<file path="src/rtl/i2cbe_pkg.sv">
package i2cbe_pkg;

   localparam logic [15:0] PHASE_TICKS_RESET = 16'd100;
   localparam logic [7:0]  POLL_LIMIT_RESET  = 8'd200;
   localparam logic [3:0]  BYTE_BITS         = 4'd8;
   localparam logic [3:0]  CLEAR_PULSES      = 4'd9;
   localparam logic [7:0]  MSB_MASK          = 8'h80;

   localparam logic [1:0]  CSR_PHASE_TICKS   = 2'd0;
   localparam logic [1:0]  CSR_POLL_LIMIT    = 2'd1;

   localparam logic [2:0]  CMD_START   = 3'd0;
   localparam logic [2:0]  CMD_STOP    = 3'd1;
   localparam logic [2:0]  CMD_SEND    = 3'd2;
   localparam logic [2:0]  CMD_RD_ACK  = 3'd3;
   localparam logic [2:0]  CMD_RD_NACK = 3'd4;
   localparam logic [2:0]  CMD_CLEAR   = 3'd5;

   typedef enum logic [2:0] {
      OP_IDLE    = 3'd0,
      OP_START   = 3'd1,
      OP_STOP    = 3'd2,
      OP_SEND    = 3'd3,
      OP_RD_ACK  = 3'd4,
      OP_RD_NACK = 3'd5,
      OP_CLEAR   = 3'd6
   } op_type;

   typedef struct packed {
      op_type      op;
      logic [3:0]  phase_step;
      logic [3:0]  bit_count;
      logic [7:0]  shift_reg;
      logic [15:0] tick_count;
      logic [7:0]  poll_count;
      logic        scl_level;
      logic        sda_level;
      logic [7:0]  rx_hold;
      logic        ack_err_hold;
      logic        stuck_hold;
   } st_type;

   localparam st_type ST_RESET = '{
      op:           OP_IDLE,
      phase_step:   4'd0,
      bit_count:    4'd0,
      shift_reg:    8'd0,
      tick_count:   16'd0,
      poll_count:   8'd0,
      scl_level:    1'b1,
      sda_level:    1'b1,
      rx_hold:      8'd0,
      ack_err_hold: 1'b0,
      stuck_hold:   1'b0
   };

   typedef struct packed {
      logic        scl_out;
      logic        sda_out;
      logic        busy_res;
      logic        done_res;
      logic [7:0]  rx_byte;
      logic        ack_error;
      logic        sda_stuck;
   } res_type;

   typedef struct packed {
      logic [15:0] phase_ticks;
      logic [7:0]  ack_poll_limit;
   } cfg_type;

   typedef struct packed {
      logic scl;
      logic sda;
   } lines_type;

   // Line levels set on entry to a bus phase.
   function automatic lines_type enter_lines(op_type op, logic [3:0] s,
                                             logic [7:0] shift, lines_type cur);
      lines_type l;
      l = cur;
      case (op)
         OP_START: begin
            if (s == 4'd0) begin
               l.scl = 1'b1;
               l.sda = 1'b1;
            end else if (s == 4'd1) begin
               l.sda = 1'b0;
            end else begin
               l.scl = 1'b0;
            end
         end
         OP_STOP: begin
            if (s == 4'd0) begin
               l.scl = 1'b0;
               l.sda = 1'b0;
            end else if (s == 4'd1) begin
               l.scl = 1'b1;
            end else begin
               l.sda = 1'b1;
            end
         end
         OP_SEND: begin
            if (s == 4'd0) begin
               l.scl = 1'b0;
               l.sda = (shift & MSB_MASK) != 8'd0;
            end else if (s == 4'd1 || s == 4'd3) begin
               l.scl = 1'b1;
            end else if (s == 4'd2) begin
               l.scl = 1'b0;
               l.sda = 1'b1;
            end else if (s == 4'd5) begin
               l.scl = 1'b0;
            end
         end
         OP_RD_ACK, OP_RD_NACK: begin
            if (s == 4'd0) begin
               l.scl = 1'b0;
               l.sda = 1'b1;
            end else if (s == 4'd1 || s == 4'd3) begin
               l.scl = 1'b1;
            end else if (s == 4'd2) begin
               l.scl = 1'b0;
               l.sda = (op == OP_RD_ACK) ? 1'b0 : 1'b1;
            end else begin
               l.scl = 1'b0;
            end
         end
         OP_CLEAR: begin
            if (s == 4'd0 || s == 4'd5) begin
               l.sda = 1'b1;
            end else if (s == 4'd1 || s == 4'd4) begin
               l.scl = 1'b1;
            end else if (s == 4'd2) begin
               l.scl = 1'b0;
            end else begin
               l.sda = 1'b0;
            end
         end
         default: begin
            l = cur;
         end
      endcase
      return l;
   endfunction

endpackage

</file>
<file path="src/rtl/i2cbe_req_if.sv">
interface i2cbe_req_if;
   logic       valid;
   logic       ready;
   logic       cmd_valid;
   logic [2:0] opcode;
   logic [7:0] tx_byte;
   logic       sda_in;

   modport source (output valid, output cmd_valid, output opcode, output tx_byte,
                   output sda_in, input ready);
   modport sink (input valid, input cmd_valid, input opcode, input tx_byte,
                 input sda_in, output ready);
endinterface

</file>
<file path="src/rtl/i2cbe_rsp_if.sv">
interface i2cbe_rsp_if;
   logic       valid;
   logic       ready;
   logic       scl_out;
   logic       sda_out;
   logic       busy_res;
   logic       done_res;
   logic [7:0] rx_byte;
   logic       ack_error;
   logic       sda_stuck;

   modport source (output valid, output scl_out, output sda_out, output busy_res,
                   output done_res, output rx_byte, output ack_error,
                   output sda_stuck, input ready);
   modport sink (input valid, input scl_out, input sda_out, input busy_res,
                 input done_res, input rx_byte, input ack_error, input sda_stuck,
                 output ready);
endinterface

</file>
<file path="src/rtl/i2cbe_step.sv">
module i2cbe_step (
   input  i2cbe_pkg::st_type  cur,
   input  i2cbe_pkg::cfg_type cfg,
   input  logic               cmd_valid,
   input  logic [2:0]         opcode,
   input  logic [7:0]         tx_byte,
   input  logic               sda_in,
   output i2cbe_pkg::st_type  nxt,
   output i2cbe_pkg::res_type res
);

   logic                 done;
   logic                 do_enter;
   logic [3:0]           enter_step;
   logic [15:0]          period;
   logic [15:0]          tick_inc;
   logic [3:0]           bit_inc;
   i2cbe_pkg::lines_type lines_cur;
   i2cbe_pkg::lines_type lines_new;

   assign period   = (cfg.phase_ticks == 16'd0) ? 16'd1 : cfg.phase_ticks;
   assign tick_inc = cur.tick_count + 16'd1;
   assign bit_inc  = cur.bit_count + 4'd1;

   always_comb begin
      nxt        = cur;
      done       = 1'b0;
      do_enter   = 1'b0;
      enter_step = 4'd0;
      if (cur.op == i2cbe_pkg::OP_IDLE) begin
         if (cmd_valid && opcode <= i2cbe_pkg::CMD_CLEAR) begin
            nxt.op         = i2cbe_pkg::op_type'(opcode + 3'd1);
            nxt.bit_count  = 4'd0;
            nxt.poll_count = 8'd0;
            nxt.shift_reg  = (opcode == i2cbe_pkg::CMD_SEND) ? tx_byte : 8'd0;
            do_enter       = 1'b1;
         end
      end else if (cur.op == i2cbe_pkg::OP_SEND && cur.phase_step == 4'd4) begin
         if (!sda_in) begin
            nxt.ack_err_hold = 1'b0;
            do_enter         = 1'b1;
            enter_step       = 4'd5;
         end else if (cur.poll_count >= cfg.ack_poll_limit) begin
            nxt.ack_err_hold = 1'b1;
            do_enter         = 1'b1;
            enter_step       = 4'd5;
         end else begin
            nxt.poll_count = cur.poll_count + 8'd1;
         end
      end else begin
         nxt.tick_count = tick_inc;
         if (tick_inc >= period) begin
            case (cur.op)
               i2cbe_pkg::OP_START, i2cbe_pkg::OP_STOP: begin
                  if (cur.phase_step < 4'd2) begin
                     do_enter   = 1'b1;
                     enter_step = cur.phase_step + 4'd1;
                  end else begin
                     done = 1'b1;
                  end
               end
               i2cbe_pkg::OP_SEND: begin
                  if (cur.phase_step == 4'd0 || cur.phase_step == 4'd2 ||
                      cur.phase_step == 4'd3) begin
                     do_enter   = 1'b1;
                     enter_step = cur.phase_step + 4'd1;
                  end else if (cur.phase_step == 4'd1) begin
                     nxt.shift_reg = {cur.shift_reg[6:0], 1'b0};
                     nxt.bit_count = bit_inc;
                     do_enter      = 1'b1;
                     enter_step    = (bit_inc < i2cbe_pkg::BYTE_BITS) ? 4'd0 : 4'd2;
                  end else begin
                     done = 1'b1;
                  end
               end
               i2cbe_pkg::OP_RD_ACK, i2cbe_pkg::OP_RD_NACK: begin
                  if (cur.phase_step == 4'd0 || cur.phase_step == 4'd2 ||
                      cur.phase_step == 4'd3) begin
                     do_enter   = 1'b1;
                     enter_step = cur.phase_step + 4'd1;
                  end else if (cur.phase_step == 4'd1) begin
                     nxt.shift_reg = {cur.shift_reg[6:0], sda_in};
                     nxt.bit_count = bit_inc;
                     do_enter      = 1'b1;
                     enter_step    = (bit_inc < i2cbe_pkg::BYTE_BITS) ? 4'd0 : 4'd2;
                  end else begin
                     nxt.sda_level = 1'b1;
                     nxt.rx_hold   = cur.shift_reg;
                     done          = 1'b1;
                  end
               end
               i2cbe_pkg::OP_CLEAR: begin
                  if (cur.phase_step == 4'd0 || cur.phase_step == 4'd1 ||
                      cur.phase_step == 4'd3 || cur.phase_step == 4'd4) begin
                     do_enter   = 1'b1;
                     enter_step = cur.phase_step + 4'd1;
                  end else if (cur.phase_step == 4'd2) begin
                     nxt.bit_count = bit_inc;
                     do_enter      = 1'b1;
                     enter_step    = (bit_inc < i2cbe_pkg::CLEAR_PULSES) ? 4'd1 : 4'd3;
                  end else begin
                     nxt.stuck_hold = !sda_in;
                     done           = 1'b1;
                  end
               end
               default: begin
                  done = 1'b1;
               end
            endcase
         end
      end
      if (done) begin
         nxt.op         = i2cbe_pkg::OP_IDLE;
         nxt.phase_step = 4'd0;
         nxt.bit_count  = 4'd0;
         nxt.tick_count = 16'd0;
      end
      lines_cur.scl = nxt.scl_level;
      lines_cur.sda = nxt.sda_level;
      lines_new = i2cbe_pkg::enter_lines(nxt.op, enter_step, nxt.shift_reg, lines_cur);
      if (do_enter) begin
         nxt.phase_step = enter_step;
         nxt.tick_count = 16'd0;
         nxt.scl_level  = lines_new.scl;
         nxt.sda_level  = lines_new.sda;
      end
   end

   always_comb begin
      res.scl_out   = nxt.scl_level;
      res.sda_out   = nxt.sda_level;
      res.busy_res  = nxt.op != i2cbe_pkg::OP_IDLE;
      res.done_res  = done;
      res.rx_byte   = nxt.rx_hold;
      res.ack_error = nxt.ack_err_hold;
      res.sda_stuck = nxt.stuck_hold;
   end

endmodule

</file>
<file path="src/rtl/i2c_master_bit_engine_unit.sv">
// I2C master bit engine. Every request beat is one bus tick carrying an optional command
// (start, stop, send byte, read with ack, read with nack, bus clear) and the sampled SDA
// level; every request beat yields exactly one response beat with the SCL and SDA drive
// levels, busy and done flags and the held results of the last read, send and bus clear.
// Commands presented while busy or with an undefined opcode are ignored. Each bus phase
// lasts phase_ticks ticks (zero acts as one), and the ack wait polls SDA up to
// ack_poll_limit + 1 times. The whole state update fits between the state register and the
// response register, so the response beat for a tick is offered on the cycle after it is
// taken. A new tick is taken in every cycle in which the response register is empty or
// its beat is taken in that same cycle; a response beat left waiting holds off the next
// tick. Configuration writes are meant to happen while no tick is in flight.
module i2c_master_bit_engine_unit (
   input  logic              clock,
   input  logic              reset,
   i2cbe_req_if.sink         req_chan,
   i2cbe_rsp_if.source       rsp_chan,
   input  logic              csr_we,
   input  logic [1:0]        csr_index,
   input  logic [15:0]       csr_wdata
);

   i2cbe_pkg::st_type  st_ff;
   i2cbe_pkg::st_type  st_in;
   i2cbe_pkg::cfg_type cfg_ff;
   i2cbe_pkg::res_type res_ff;
   i2cbe_pkg::res_type res_in;
   logic               rsp_valid_ff;
   logic               accept;

   assign req_chan.ready = !rsp_valid_ff || rsp_chan.ready;
   assign accept         = req_chan.valid && req_chan.ready;

   i2cbe_step u_step (
      .cur       (st_ff),
      .cfg       (cfg_ff),
      .cmd_valid (req_chan.cmd_valid),
      .opcode    (req_chan.opcode),
      .tx_byte   (req_chan.tx_byte),
      .sda_in    (req_chan.sda_in),
      .nxt       (st_in),
      .res       (res_in)
   );

   always_ff @(posedge clock) begin
      if (reset) begin
         st_ff              <= i2cbe_pkg::ST_RESET;
         rsp_valid_ff       <= 1'b0;
      end else begin
         if (accept) begin
            st_ff        <= st_in;
            rsp_valid_ff <= 1'b1;
         end else if (rsp_chan.ready) begin
            rsp_valid_ff <= 1'b0;
         end
      end
   end

   always_ff @(posedge clock) begin
      if (accept) begin
         res_ff <= res_in;
      end
   end

   always_ff @(posedge clock) begin
      if (reset) begin
         cfg_ff.phase_ticks    <= i2cbe_pkg::PHASE_TICKS_RESET;
         cfg_ff.ack_poll_limit <= i2cbe_pkg::POLL_LIMIT_RESET;
      end else if (csr_we) begin
         case (csr_index)
            i2cbe_pkg::CSR_PHASE_TICKS: cfg_ff.phase_ticks    <= csr_wdata;
            i2cbe_pkg::CSR_POLL_LIMIT:  cfg_ff.ack_poll_limit <= csr_wdata[7:0];
            default: begin
            end
         endcase
      end
   end

   assign rsp_chan.valid     = rsp_valid_ff;
   assign rsp_chan.scl_out   = res_ff.scl_out;
   assign rsp_chan.sda_out   = res_ff.sda_out;
   assign rsp_chan.busy_res  = res_ff.busy_res;
   assign rsp_chan.done_res  = res_ff.done_res;
   assign rsp_chan.rx_byte   = res_ff.rx_byte;
   assign rsp_chan.ack_error = res_ff.ack_error;
   assign rsp_chan.sda_stuck = res_ff.sda_stuck;

endmodule
</file>
<file path="src/flat_wrapper.sv">
// flat-port wrapper written by rule: the top's interface ports become plain ports
module i2c_master_bit_engine_unit_flat 
  (clock, reset, csr_we, csr_index, csr_wdata, req_chan_valid, req_chan_cmd_valid, req_chan_opcode, req_chan_tx_byte, req_chan_sda_in, req_chan_ready, rsp_chan_valid, rsp_chan_scl_out, rsp_chan_sda_out, rsp_chan_busy_res, rsp_chan_done_res, rsp_chan_rx_byte, rsp_chan_ack_error, rsp_chan_sda_stuck, rsp_chan_ready);
  i2cbe_req_if req_chan_i ();
  i2cbe_rsp_if rsp_chan_i ();
  input  logic clock;
  input  logic reset;
  input  logic csr_we;
  input  logic [1:0] csr_index;
  input  logic [15:0] csr_wdata;
  input wire logic [$bits(req_chan_i.valid)-1:0] req_chan_valid;
  input wire logic [$bits(req_chan_i.cmd_valid)-1:0] req_chan_cmd_valid;
  input wire logic [$bits(req_chan_i.opcode)-1:0] req_chan_opcode;
  input wire logic [$bits(req_chan_i.tx_byte)-1:0] req_chan_tx_byte;
  input wire logic [$bits(req_chan_i.sda_in)-1:0] req_chan_sda_in;
  output wire logic [$bits(req_chan_i.ready)-1:0] req_chan_ready;
  output wire logic [$bits(rsp_chan_i.valid)-1:0] rsp_chan_valid;
  output wire logic [$bits(rsp_chan_i.scl_out)-1:0] rsp_chan_scl_out;
  output wire logic [$bits(rsp_chan_i.sda_out)-1:0] rsp_chan_sda_out;
  output wire logic [$bits(rsp_chan_i.busy_res)-1:0] rsp_chan_busy_res;
  output wire logic [$bits(rsp_chan_i.done_res)-1:0] rsp_chan_done_res;
  output wire logic [$bits(rsp_chan_i.rx_byte)-1:0] rsp_chan_rx_byte;
  output wire logic [$bits(rsp_chan_i.ack_error)-1:0] rsp_chan_ack_error;
  output wire logic [$bits(rsp_chan_i.sda_stuck)-1:0] rsp_chan_sda_stuck;
  input wire logic [$bits(rsp_chan_i.ready)-1:0] rsp_chan_ready;
  assign req_chan_i.valid = req_chan_valid;
  assign req_chan_i.cmd_valid = req_chan_cmd_valid;
  assign req_chan_i.opcode = req_chan_opcode;
  assign req_chan_i.tx_byte = req_chan_tx_byte;
  assign req_chan_i.sda_in = req_chan_sda_in;
  assign req_chan_ready = req_chan_i.ready;
  assign rsp_chan_valid = rsp_chan_i.valid;
  assign rsp_chan_scl_out = rsp_chan_i.scl_out;
  assign rsp_chan_sda_out = rsp_chan_i.sda_out;
  assign rsp_chan_busy_res = rsp_chan_i.busy_res;
  assign rsp_chan_done_res = rsp_chan_i.done_res;
  assign rsp_chan_rx_byte = rsp_chan_i.rx_byte;
  assign rsp_chan_ack_error = rsp_chan_i.ack_error;
  assign rsp_chan_sda_stuck = rsp_chan_i.sda_stuck;
  assign rsp_chan_i.ready = rsp_chan_ready;
  i2c_master_bit_engine_unit u_core (.clock(clock), .reset(reset), .req_chan(req_chan_i), .rsp_chan(rsp_chan_i), .csr_we(csr_we), .csr_index(csr_index), .csr_wdata(csr_wdata));
endmodule
</file>
<file path="config.mk">
export PLATFORM = sky130hd
export DESIGN_NAME = i2c_master_bit_engine_unit_flat
export DESIGN_NICKNAME = d
export VERILOG_FILES = /design/src/rtl/i2cbe_pkg.sv /design/src/rtl/i2cbe_req_if.sv /design/src/rtl/i2cbe_rsp_if.sv /design/src/rtl/i2cbe_step.sv /design/src/rtl/i2c_master_bit_engine_unit.sv /design/src/flat_wrapper.sv
export SDC_FILE = /design/constraint.sdc
export NUM_CORES = 1
export LEC_CHECK = 0
export BUFFER_PORTS_ARGS = -buffer_cell sky130_fd_sc_hd__buf_2
export CAP_MARGIN = 15
export CORE_UTILIZATION = 35
export CTS_CLUSTER_SIZE = 16
export DETAILED_ROUTE_END_ITERATION = 8
export PLACE_DENSITY_LB_ADDON = 0.08
export SETUP_SLACK_MARGIN = 0.05
export SLEW_MARGIN = 5
export SYNTH_ARGS = -nofsm -noshare
export SYNTH_HDL_FRONTEND = slang
export SYNTH_HIERARCHICAL = 1
export SYNTH_SLANG_ARGS = --single-unit
</file>
<file path="constraint.sdc">
create_clock -name clock -period 9.7 [get_ports clock]
set_clock_uncertainty 0.15 [all_clocks]
set_input_delay 0.97 -clock clock [delete_from_list [all_inputs] [get_ports clock]]
set_output_delay 0.97 -clock clock [all_outputs]
set_load 0.005 [all_outputs]
</file>
==> flow_summary.json <==
{
  "status": "finished, violations left",
  "violations": "DRC",
  "synthFlopType": "dfxtp_1",
  "wl_per_cell_um": 16.0,
  "tightest_slew_ns": 1.01,
  "clock_latency_ns": 0.35,
  "antenna_left": 0,
  "switchingPower_w": 0.000249,
  "p_int_w": 0.000620,
  "dpl.hpwl_mm": 11.9,
  "worst_setup_path_end_kind": "flip-flop",
  "slew_violations": 0,
  "ys_warn_count": 6,
  "route.detailed.drc": 14,
  "areaGrowthSynthToFinish_pct": 7.88,
  "syn_inst": 810,
  "grt_remaining_overflow": 0,
  "crit_fanout": 13,
  "hold-worst-slack_ns": 0.320,
  "grt_max_degree": 88,
  "synth_most_common_cell": "a21oi_1",
  "yosys.area.top_type": "dfxtp_1",
  "p_comb_frac": 0.132,
  "wl_met1_mm": 7.72,
  "n_antenna_cell": 0,
  "num_vias": 5733,
  "multi_input_comb_area_um2": 3980,
  "core_um2": 18100,
  "rsz0062_at_grt": "no",
  "first_pass_iters": 7,
  "grt_use_total": 0.179,
  "fin_nets": 882,
  "seq_area_um2": 2020,
  "async_flop_share": 0,
  "clock-sinks": 94,
  "die_h_um": 138,
  "clock_path_buffers": 2,
  "fin_crit_ns": 5.41,
  "final_area_um2": 7020,
  "tns_ns": 0,
  "placed_area_um2": 6740,
  "fin_crit_sh": 0.558,
  "drt_iter0_markers": 340,
  "via_per_inst": 5.48,
  "synth_seq_cells": 94,
  "dp_slack_ns": 4.31,
  "h-tree-depth": 3,
  "netlist_area_um2": 6510,
  "ir_worst_vdd_mv": 0.0910,
  "synth_cell_types": 73,
  "critPathLaunchType": "flip-flop",
  "die_x_um": 138,
  "io_pins": 52,
  "dpl.cell_count": 1031,
  "synth_edf_count": 14,
  "swShare": 0.286,
  "leakage_nw": 2.70,
  "p_seq_frac": 0.476,
  "synth_area_leaders": "dfxtp_1 (25%), a21bo_2 (8.2%), a21oi_1 (7.5%)",
  "rows": 49,
  "worstPathArrival_ns": 5.53,
  "drt-total-wl_mm": 16.7,
  "layout-drive-gt1-share": 0.183,
  "grt_pass1_vias": 5489,
  "required_ns": 9.82,
  "holdCritPathClass": "flip-flop to flip-flop",
  "root_buffer": "clkbuf_16",
  "cts_tree": "yes",
  "clk_pin_slew_ns": 0.07,
  "fin_cells": 1047,
  "cts_hold_buf": 0,
  "grt_pass1_wl_mm": 28.0,
  "synth_nets": 879,
  "antenna_found_initial": 0,
  "wl_met3_um": 485,
  "ys_top_cells_by_count": "a21oi_1 (98), nand2_1 (83), dfxtp_1 (80)",
  "io_buffers": 51,
  "post_cts_resized": 0,
  "highest_layer": "met4",
  "die_area_um2": 19100,
  "numCtsBuffers": 9,
  "start_util": 0.360,
  "power_frac_clock": 0.392,
  "cellPowerDensity_nw_per_um2": 124,
  "ys_seq_area_frac": 0.311,
  "fillers": 1857,
  "drv_cap": 0,
  "place.gp.congestion": 0.893,
  "setup_violations": 0,
  "slew-limit-headroom": 0.322,
  "max_freq_mhz": 185,
  "criticalPathCategory": "flip-flop to flip-flop",
  "synth.top_cell.area_share": 0.246,
  "synth_area_per_cell_um2": 8.03,
  "finalWorstSetupSlack_ns": 4.29,
  "hold_viol_final": 0,
  "met2_length_mm": 8.18,
  "cts_setup_buffers": 0
}
-- layer usage --
layer	vias up	GRT usage
met5	-	0
met3	24	0.0284
met4	0	0.0615
met2	106	0.310
met1	2709	0.225
li1	2894	-
-- kinds of logic after synthesis --
kind of cell             count (synthesis)  synth area share
AO/OA/AOI/OAI                          237             0.258
XOR/XNOR                                33            0.0444
flip-flops                              94             0.311
adder cells (fa/ha/maj)                 34            0.0650
multiplexers                            14            0.0231
AND/OR/NAND/NOR                        294             0.220
buffers and inverters                  104            0.0787
-- stage by stage --
step	utilization	total power, W
floorplan	-	0.000503
global placement	0.373	0.000537
detailed placement	0.373	0.000538
CTS	0.388	0.000884
global route	0.388	0.000919
finish	0.388	0.000869
-- worst paths after layout --
check | startpoint | endpoint | slack (ns) | cells after the start
min reg2reg | u_core/cfg_ff[2]$_SDFFE_PP0P_ | u_core/cfg_ff[2]$_SDFFE_PP0P_ | 0.32 | 2
min | u_core/cfg_ff[2]$_SDFFE_PP0P_ | u_core/cfg_ff[2]$_SDFFE_PP0P_ | 0.32 | 2
max | u_core/st_ff[20]$_SDFFE_PP0P_ | u_core/st_ff[10]$_SDFFE_PP1P_ | 4.29 | 20
max reg2reg | u_core/st_ff[20]$_SDFFE_PP0P_ | u_core/st_ff[10]$_SDFFE_PP1P_ | 4.29 | 20
-- layout make-up --
class	count	share of cell area
Multi-Input combinational cell	612	0.567
Sequential cell	94	0.288
Timing Repair Buffer	57	0.0431
Tap cell	229	0.0408
Clock buffer	10	0.0326
Inverter	39	0.0209
Clock inverter	6	0.00749
-- worst max-delay path, stage by stage (launching register included) --
cell	delay, ns
dfxtp_1	0.41
and3_1	0.23
and3_1	0.22
and3_1	0.22
and3_1	0.22
and3_1	0.22
nand3_1	0.19
xnor2_1	0.25
ha_1	0.29
a211oi_1	0.24
nor2_1	0.07
a2111oi_0	0.58
o21a_1	0.46
nor3_1	0.12
buf_4	0.20
or3_1	0.40
a221o_1	0.27
o2111a_1	0.12
a32oi_1	0.24
nor2_1	0.08
mux2i_1	0.16
-- power by group through the flow --
stage               Clock (W)  Combinational (W)  Sequential, W
global route         0.000376           0.000128       0.000415
CTS                  0.000355           0.000115       0.000414
finish               0.000341           0.000115       0.000414
floorplan                   0          0.0000837       0.000419
detailed placement          0           0.000115       0.000423
global placement            0           0.000114       0.000423
-- cells in the final DEF, fill, tap and decap left out, types with 3 or more instances in the layout --
| master | n |
|---|---|
| nand3b_1 | 3 |
| nand2b_1 | 3 |
| nand4_1 | 4 |
| a211oi_1 | 7 |
| a31oi_1 | 4 |
| buf_2 | 50 |
| a21bo_2 | 53 |
| a21oi_1 | 98 |
| o21ai_0 | 24 |
| o22ai_1 | 4 |
| ha_1 | 33 |
| inv_1 | 39 |
| nor3_1 | 20 |
| nor2b_1 | 3 |
| or3_1 | 8 |
| and3_1 | 11 |
| xnor2_1 | 9 |
| nor3_2 | 3 |
| mux2i_1 | 6 |
| dfxtp_1 | 80 |
| and2_1 | 4 |
| nor2_1 | 57 |
| clkbuf_16 | 9 |
| edfxtp_1 | 14 |
| o211ai_1 | 3 |
| a21boi_0 | 4 |
| a2111oi_0 | 3 |
| nand2_1 | 83 |
| mux2_2 | 8 |
| nand3_1 | 71 |
| a222oi_1 | 7 |
| nor4_1 | 9 |
| buf_4 | 7 |
| o21a_1 | 4 |
| xor2_1 | 24 |
-- flip-flops by register name, summed over array words and instances (netlist names) --
register,cells
u_core/rsp_chan.valid,1
u_core/rsp_chan.ack_error,1
u_core/rsp_chan.rx_byte,8
u_core/rsp_chan.sda_stuck,1
u_core/rsp_chan.sda_out,1
u_core/cfg_ff,24
u_core/rsp_chan.done_res,1
u_core/rsp_chan.scl_out,1
u_core/rsp_chan.busy_res,1
u_core/st_ff,55
Power figures use the tool's default switching activity.
